`src/design/rgb_to_yuv420_converter_top_defines.svh`:
```
// Assertion macros shared by the converter's RTL.
`ifndef RGB_TO_YUV420_CONVERTER_TOP_DEFINES_SVH
`define RGB_TO_YUV420_CONVERTER_TOP_DEFINES_SVH

// Check that cons holds in the same cycle as ante.
`define R2Y_ASSERT_SAME(label, clk, rst_n, ante, cons) \
    label: assert property (@(posedge clk) disable iff (!rst_n) (ante) |-> (cons)) \
        else $error("r2y assertion failed");

// Check that cons holds in the cycle after ante.
`define R2Y_ASSERT_NEXT(label, clk, rst_n, ante, cons) \
    label: assert property (@(posedge clk) disable iff (!rst_n) (ante) |=> (cons)) \
        else $error("r2y assertion failed");

`endif

```
`src/design/r2y_pkg.sv`:
```
// Types and constants for the RGB to YCbCr 4:2:0 converter.
package r2y_pkg;

    localparam int CFG_W     = 13;
    localparam int CFG_IDX_W = 1;
    localparam int SUM_W     = 24;
    localparam int COEF_W    = 16;

    // Register indexes
    localparam logic [CFG_IDX_W-1:0] CFG_FRAME_WIDTH  = 1'd0;
    localparam logic [CFG_IDX_W-1:0] CFG_FRAME_HEIGHT = 1'd1;

    localparam logic [CFG_W-1:0] FRAME_WIDTH_RESET  = 13'd640;
    localparam logic [CFG_W-1:0] FRAME_HEIGHT_RESET = 13'd480;

    // BT.601 studio-swing coefficients, unsigned Q16, truncated
    localparam logic [COEF_W-1:0] C_Y_R  = 16'd16842;
    localparam logic [COEF_W-1:0] C_Y_G  = 16'd33030;
    localparam logic [COEF_W-1:0] C_Y_B  = 16'd6422;
    localparam logic [COEF_W-1:0] C_CB_R = 16'd9699;
    localparam logic [COEF_W-1:0] C_CB_G = 16'd19070;
    localparam logic [COEF_W-1:0] C_CB_B = 16'd28770;
    localparam logic [COEF_W-1:0] C_CR_R = 16'd28770;
    localparam logic [COEF_W-1:0] C_CR_G = 16'd24117;
    localparam logic [COEF_W-1:0] C_CR_B = 16'd4653;

    localparam logic [7:0]       LUMA_OFFSET  = 8'd16;
    localparam logic [SUM_W-1:0] CHROMA_BIAS  = 24'd8388608;  // 128 in Q16
    localparam logic [7:0]       LUMA_MIN     = 8'd16;
    localparam logic [7:0]       LUMA_MAX     = 8'd235;

    typedef struct packed {
        logic [7:0] red;
        logic [7:0] green;
        logic [7:0] blue;
    } pixel_t;

    typedef struct packed {
        logic [7:0] luma;
        logic [7:0] cb;
        logic [7:0] cr;
        logic       chroma_valid;
        logic       frame_end;
    } result_t;

    typedef struct packed {
        logic chroma_valid;
        logic frame_end;
    } raster_flags_t;

endpackage

```
`src/design/rgb_to_yuv420_converter_top.sv`:
```
// Top level of the RGB to YCbCr 4:2:0 pixel converter.
// The converter takes one RGB pixel per beat in raster order and returns one
// result beat per pixel: BT.601 studio-swing luma for every pixel, plus Cb and
// Cr (sampled from the top-left pixel of each 2x2 block, no averaging) with
// chroma_valid on even rows and even columns; cb and cr read zero elsewhere.
// frame_end marks the last pixel of the frame. Frame width and height live in
// registers 0 and 1 (reset 640 x 480); zero acts as one and sizes above
// MAX_DIM act as MAX_DIM. Write them only while the converter is idle; a
// column past a smaller new width wraps on the next pixel, a row at the row end.
// Throughput is one pixel per clock while the result side does not stall. An
// accepted pixel beat reaches the result beat through one input register and
// one result register, with the color matrix between them. While the result
// register is stalled the input register still takes one more pixel.
`include "rgb_to_yuv420_converter_top_defines.svh"

module rgb_to_yuv420_converter_top #(
    parameter int MAX_DIM = 4096
) (
    input  logic                            clk,
    input  logic                            rst_n,
    input  logic                            cfg_write,
    input  logic [r2y_pkg::CFG_IDX_W-1:0]   cfg_index,
    input  logic [r2y_pkg::CFG_W-1:0]       cfg_data,
    input  logic                            pix_valid,
    output logic                            pix_stall,
    input  r2y_pkg::pixel_t                 pix_data,
    output logic                            res_valid,
    input  logic                            res_stall,
    output r2y_pkg::result_t                res_data
);
    import r2y_pkg::*;

    logic          pix_accept;
    logic          res_adv;
    logic          s1_adv;
    raster_flags_t flags;
    result_t       matrix_out;

    logic          s1_valid_reg;
    logic          s1_valid_next;
    pixel_t        s1_pix_reg;
    raster_flags_t s1_flags_reg;
    logic          res_valid_reg;
    logic          res_valid_next;
    result_t       res_data_reg;

    // Position counters advance on every accepted pixel beat.
    r2y_raster #(
        .MAX_DIM (MAX_DIM)
    ) u_raster (
        .clk       (clk),
        .rst_n     (rst_n),
        .cfg_write (cfg_write),
        .cfg_index (cfg_index),
        .cfg_data  (cfg_data),
        .step      (pix_accept),
        .flags     (flags)
    );

    r2y_matrix u_matrix (
        .pix   (s1_pix_reg),
        .flags (s1_flags_reg),
        .res   (matrix_out)
    );

    // The result register can load when it is empty or being taken.
    // Hold the input register only when it is full and cannot move on.
    always_comb
    begin
        res_adv        = !res_valid_reg || !res_stall;
        s1_adv         = s1_valid_reg && res_adv;
        pix_stall      = s1_valid_reg && !res_adv;
        pix_accept     = pix_valid && !pix_stall;
        s1_valid_next  = pix_accept || (s1_valid_reg && !s1_adv);
        res_valid_next = res_adv ? s1_valid_reg : res_valid_reg;
    end

    always_ff @(posedge clk or negedge rst_n)
    begin
        if (!rst_n)
        begin
            s1_valid_reg  <= 1'b0;
            res_valid_reg <= 1'b0;
        end
        else
        begin
            s1_valid_reg  <= s1_valid_next;
            res_valid_reg <= res_valid_next;
        end
    end

    // Payload: capture the pixel with its raster flags, then the converted result.
    always_ff @(posedge clk)
    begin
        if (pix_accept)
        begin
            s1_pix_reg   <= pix_data;
            s1_flags_reg <= flags;
        end
        if (s1_adv)
        begin
            res_data_reg <= matrix_out;
        end
    end

    assign res_valid = res_valid_reg;
    assign res_data  = res_data_reg;

    // Chroma fields read zero on pixels that carry no chroma.
    `R2Y_ASSERT_SAME(a_chroma_zero, clk, rst_n,
        res_valid && !res_data.chroma_valid, res_data.cb == '0 && res_data.cr == '0)
    // Studio-swing luma stays within its legal range.
    `R2Y_ASSERT_SAME(a_luma_range, clk, rst_n,
        res_valid, res_data.luma >= LUMA_MIN && res_data.luma <= LUMA_MAX)
    // A full input register facing a stalled result must stall the input side.
    `R2Y_ASSERT_SAME(a_no_overrun, clk, rst_n,
        s1_valid_reg && res_valid_reg && res_stall, pix_stall)
    // A stalled result beat is not replaced.
    `R2Y_ASSERT_NEXT(a_res_hold, clk, rst_n,
        res_valid_reg && res_stall, res_valid_reg && $stable(res_data_reg))

endmodule

```
`src/design/r2y_raster.sv`:
```
// Frame size registers and raster position counters.
module r2y_raster #(
    parameter int MAX_DIM = 4096
) (
    input  logic                            clk,
    input  logic                            rst_n,
    input  logic                            cfg_write,
    input  logic [r2y_pkg::CFG_IDX_W-1:0]   cfg_index,
    input  logic [r2y_pkg::CFG_W-1:0]       cfg_data,
    input  logic                            step,
    output r2y_pkg::raster_flags_t          flags
);
    import r2y_pkg::*;

    localparam int CNT_W = $clog2(MAX_DIM);
    localparam int CMP_W = (CNT_W + 1 > CFG_W) ? CNT_W + 1 : CFG_W;

    logic [CFG_W-1:0] frame_width_reg;
    logic [CFG_W-1:0] frame_height_reg;
    logic [CNT_W-1:0] col_reg;
    logic [CNT_W-1:0] col_next;
    logic [CNT_W-1:0] row_reg;
    logic [CNT_W-1:0] row_next;
    logic [CMP_W-1:0] width_eff;
    logic [CMP_W-1:0] height_eff;
    logic [CMP_W-1:0] col_inc;
    logic [CMP_W-1:0] row_inc;
    logic             row_end;
    logic             last_row;

    // Zero acts as one, oversize clamps to MAX_DIM.
    function automatic logic [CMP_W-1:0] eff_size(input logic [CFG_W-1:0] size);
        logic [CMP_W-1:0] v;
        v = CMP_W'(size);
        if (v == '0)
        begin
            v = CMP_W'(1);
        end
        if (v > CMP_W'(MAX_DIM))
        begin
            v = CMP_W'(MAX_DIM);
        end
        return v;
    endfunction

    always_ff @(posedge clk or negedge rst_n)
    begin
        if (!rst_n)
        begin
            frame_width_reg  <= FRAME_WIDTH_RESET;
            frame_height_reg <= FRAME_HEIGHT_RESET;
        end
        else if (cfg_write)
        begin
            case (cfg_index)
                CFG_FRAME_WIDTH:  frame_width_reg  <= cfg_data;
                CFG_FRAME_HEIGHT: frame_height_reg <= cfg_data;
                default:          ;
            endcase
        end
    end

    always_comb
    begin
        width_eff  = eff_size(frame_width_reg);
        height_eff = eff_size(frame_height_reg);
        col_inc    = CMP_W'(col_reg) + CMP_W'(1);
        row_inc    = CMP_W'(row_reg) + CMP_W'(1);
        row_end    = col_inc >= width_eff;
        last_row   = row_inc >= height_eff;

        col_next = col_reg;
        row_next = row_reg;
        if (step)
        begin
            if (row_end)
            begin
                col_next = '0;
                row_next = last_row ? '0 : CNT_W'(row_inc);
            end
            else
            begin
                col_next = CNT_W'(col_inc);
            end
        end

        flags.chroma_valid = !col_reg[0] && !row_reg[0];
        flags.frame_end    = row_end && last_row;
    end

    always_ff @(posedge clk or negedge rst_n)
    begin
        if (!rst_n)
        begin
            col_reg <= '0;
            row_reg <= '0;
        end
        else
        begin
            col_reg <= col_next;
            row_reg <= row_next;
        end
    end

endmodule

```
`src/design/r2y_matrix.sv`:
```
// Color matrix: RGB to studio-swing Y, Cb, Cr.
module r2y_matrix (
    input  r2y_pkg::pixel_t         pix,
    input  r2y_pkg::raster_flags_t  flags,
    output r2y_pkg::result_t        res
);
    import r2y_pkg::*;

    logic [SUM_W-1:0] r_ext;
    logic [SUM_W-1:0] g_ext;
    logic [SUM_W-1:0] b_ext;
    logic [SUM_W-1:0] y_sum;
    logic [SUM_W-1:0] cb_sum;
    logic [SUM_W-1:0] cr_sum;

    always_comb
    begin
        r_ext = SUM_W'(pix.red);
        g_ext = SUM_W'(pix.green);
        b_ext = SUM_W'(pix.blue);

        y_sum = r_ext * SUM_W'(C_Y_R) + g_ext * SUM_W'(C_Y_G) + b_ext * SUM_W'(C_Y_B);
        // Both sums stay non-negative, so the top byte is an exact floor.
        cb_sum = CHROMA_BIAS + b_ext * SUM_W'(C_CB_B)
                 - r_ext * SUM_W'(C_CB_R) - g_ext * SUM_W'(C_CB_G);
        cr_sum = CHROMA_BIAS + r_ext * SUM_W'(C_CR_R)
                 - g_ext * SUM_W'(C_CR_G) - b_ext * SUM_W'(C_CR_B);

        res.luma         = y_sum[SUM_W-1:SUM_W-8] + LUMA_OFFSET;
        res.cb           = flags.chroma_valid ? cb_sum[SUM_W-1:SUM_W-8] : '0;
        res.cr           = flags.chroma_valid ? cr_sum[SUM_W-1:SUM_W-8] : '0;
        res.chroma_valid = flags.chroma_valid;
        res.frame_end    = flags.frame_end;
    end

endmodule

```
`config.mk`:
```
export PLATFORM = sky130hd
export DESIGN_NAME = rgb_to_yuv420_converter_top
export DESIGN_NICKNAME = d
export VERILOG_FILES = /design/src/design/r2y_pkg.sv /design/src/design/rgb_to_yuv420_converter_top.sv /design/src/design/r2y_raster.sv /design/src/design/r2y_matrix.sv
export VERILOG_INCLUDE_DIRS = /design/src /design/src/design
export SDC_FILE = /design/constraint.sdc
export NUM_CORES = 1
export LEC_CHECK = 0
export ABC_AREA = 1
export BUFFER_PORTS_ARGS = -buffer_cell sky130_fd_sc_hd__buf_2
export CAP_MARGIN = 20
export CELL_PAD_IN_SITES_DETAIL_PLACEMENT = 1
export CELL_PAD_IN_SITES_GLOBAL_PLACEMENT = 2
export CORE_MARGIN = 2
export CORE_UTILIZATION = 37
export CTS_CLUSTER_SIZE = 8
export DETAILED_ROUTE_END_ITERATION = 10
export GPL_TIMING_DRIVEN = 0
export PLACE_DENSITY = 0.78
export REMOVE_ABC_BUFFERS = 1
export SLEW_MARGIN = 30
export SYNTH_ARGS = -nofsm -noshare
export SYNTH_HDL_FRONTEND = slang
export SYNTH_SLANG_ARGS = --single-unit
```
`constraint.sdc`:
```
create_clock -name clk -period 8.1 [get_ports clk]
set_clock_uncertainty 0.05 [all_clocks]
set_input_delay 0.405 -clock clk [delete_from_list [all_inputs] [get_ports clk]]
set_output_delay 0.405 -clock clk [all_outputs]
set_load 0.01 [all_outputs]
```
==> impl_metrics.ini <==
[clock_tree]
clkTransAtPathRegs_ns = 0.09
clk_latency_ns = 0.42
clk_path_buf_depth = 2
cts_tree = built
cts_made_buffers = 9
cts_root_buf = clkbuf_16
cts-htree-levels = 3
cts.sinks = 104

[setup_path]
end_kind = flip-flop
worstPathMaxFanout = 4
startpoint = s1_pix_reg[11]
path_common_cell = fa_1
endpoint = res_data[15]
max_stage_delay_ns = 0.61
worstPathArrival_ns = 8.05
r2r_slack_ns = 0.17
cp_slowest_cell = fa_2
rr_endpoint = res_data[15]
r2r_cells = 28
critPathLaunchType = flip-flop
cp.required_ns = 8.22
r2r_start = s1_pix_reg[11]
path_class = flip-flop to flip-flop

[yosys]
yosysSeqAreaShare_pct = 12.3
synth_cells = 2849
netlist.area_leader.share_pct = 26.7
ys_seq_elements = 104
async_reset_ff_share_pct = 50.0
yosys.area.top_type = ha_1
synth-edff-count = 52
synth_area_leaders = ha_1, fa_1, inv_1
syn_area_per_cell_sq_um = 8.20
synth.cell_area_sq_um = 23400
ys.warnings.count = 0
synth-main-ff-cell = edfxtp_1
synth_cell_type_count = 52

[floorplanning]
ioPinCount = 71
die_x_um = 255
dieArea_sq_um = 65200
fp.dieH_um = 255
start_util_pct = 37.2
coreArea_sq_um = 62700
rows = 92

[grt]
grt_pass1_wl_um = 121000
track_usage_pct = 24.7
grt_max_degree = 53
grt_pass1_vias = 21235
antenna_found_initial = 0
overflow = 0

[placed_design]
place.gp.congestion = 0.952
dp_hpwl_um = 66800
port_buffers = 70
place_area_sq_um = 24900

[detailed_routing]
drtPass1Iterations = 5
vias = 19209
wl_per_cell_um = 20.3
route.detailed.drc = 0
vias_per_cell = 5.03
ant_nets = 0
drtIter0Drc = 714
wirelength_um = 77800

[sta]
setup_viol = 0
worst_pin_slew_ns = 1.04
slew_violations = 0
relSlewSlack_pct = 30.5
finalCritPeriodShare_pct = 97.9
rsz0062_at_grt = true
period_needed_ns = 7.93
fmax_ghz = 0.126
hold_viol = 0

[flow_run]
max_cap_violations = 0

[finish]
final_layout_size_suffix_gt1_share_pct = 11.0
num_antenna_cells = 0
final_area_sq_um = 26200
fin_nets = 3767
syn_to_final_growth_pct = 12.1
largest_reg_flops = 26

[min_path]
hold_path_class = input pin to flip-flop

[outcome]
status = complete, no violations
-- metal layers --
metal	GRT usage, %	vias up	wire [um]
li1	-	9277	-
met1	30.1	9590	33300
met2	45.3	242	39600
met3	1.94	100	1590
met4	9.57	0	3280
met5	0	-	0
-- cell families after synthesis --
logic type	share of synthesized area (%)
simple gates	16.0
fa+ha+maj	48.5
buf+inv	11.0
compound gates	8.03
xor+xnor	4.19
flops	12.3
-- worst max-delay path, delay by kind of cell, from the launching register on --
kind	cells	cell delay, ns
compound gates	3	0.61
xor+xnor	1	0.22
fa+ha+maj	11	5.12
buf+inv	6	0.53
flops	1	0.43
simple gates	7	0.71
-- through the flow --
stage	cells	util, %	setup TNS (ns)	hold WS (ns)	setup WS (ns)
2_1_floorplan	2838	-	-0.0526	0.0594	-0.0305
3_3_place_gp	3754	39.4	-11.33	0.362	-1.58
3_5_place_dp	3765	39.7	-11.46	0.361	-1.61
4_1_cts	3810	41.1	-0.0411	0.0882	-0.0411
5_1_grt	3822	41.7	-0.780	0.102	-0.141
6_report	3822	41.7	0	0.112	0.172
-- worst min path at each step --
stage                         start  slack, ns              to  cells past startpoint
finish                 pix_data[10]       0.11  s1_pix_reg[10]                      1
detailed placement  s1_flags_reg[0]       0.36     res_data[0]                      0
global placement    s1_flags_reg[0]       0.36     res_data[0]                      0
global route           pix_data[13]       0.10  s1_pix_reg[13]                      1
floorplan                     rst_n       0.06       res_valid                      0
CTS                    pix_data[10]       0.09  s1_pix_reg[10]                      1
-- repair_timing --
action / in CTS / in global routing
hold buffers: 1 / 0
endpoints found under the setup margin: 8 / 8
pin swaps: 46 / 60
gates resized for setup: 83 / 81
buffers inserted: 28 / 12
endpoints found under the hold margin: 14 / 0
-- layout by cell type, fill, tap and decap left out, types with 6 or more instances in the layout --
master / netlist / layout
inv_1: 668 / 637
ha_1: 498 / 476
nand2_1: 493 / 474
fa_1: 255 / 246
a21oi_1: 154 / 140
nor2_1: 143 / 130
nand3_1: 106 / 105
o21ai_0: 105 / 99
buf_2: 1 / 69
xor2_1: 69 / 66
edfxtp_1: 52 / 52
dfrtp_1: 46 / 46
xnor2_1: 41 / 41
buf_4: 0 / 36
nand4_1: 31 / 31
inv_2: 0 / 26
nand2_2: 14 / 24
nor2_2: 14 / 23
nor3_1: 21 / 17
ha_4: 0 / 17
a21o_1: 15 / 15
o21bai_1: 15 / 14
a21oi_2: 2 / 12
nand3_2: 11 / 12
o21ai_1: 8 / 11
clkbuf_16: 0 / 10
o21ai_2: 7 / 9
nand2_4: 0 / 9
fa_2: 0 / 9
a31oi_1: 10 / 8
buf_8: 0 / 8
nand3b_1: 7 / 7
nor4_1: 9 / 6
buf_6: 1 / 6
dfstp_2: 6 / 6
-- cells in the mapped netlist, types with 2 or more instances --
cell       instances
a21boi_0           2
edfxtp_1          52
o31ai_1            3
o21ai_1            8
a21o_1            15
nand2_2           14
a31oi_1           10
xnor2_1           41
inv_1            668
xor2_1            69
clkbuf_1           9
nand4_1           31
o2111ai_1          3
nor4_1             9
a221oi_1           2
o211ai_1           3
a21oi_2            2
a211oi_1           3
o22ai_1            2
o21ai_0          105
o21ai_2            7
nor3_4             2
dfrtp_1           46
nor2_1           143
nor3_1            21
dfstp_2            6
fa_1             255
nand2_1          493
ha_1             498
nor2_2            14
clkinv_1           2
o21bai_1          15
a21oi_1          154
or2_2              3
nand3_1          106
nand3b_1           7
nand3_2           11
-- layout make-up --
cell class	count	area, sq um
sequential	104	2870
inverter	671	2540
clock buffer	11	254
fill	7508	36600
timing repair buffer	122	868
multi-input combinational	2063	18500
tap	846	1060
clock inverter	5	56.3
Power is not shown: default switching activity piles up to over one toggle a cycle in this logic, so the estimate is an artifact.
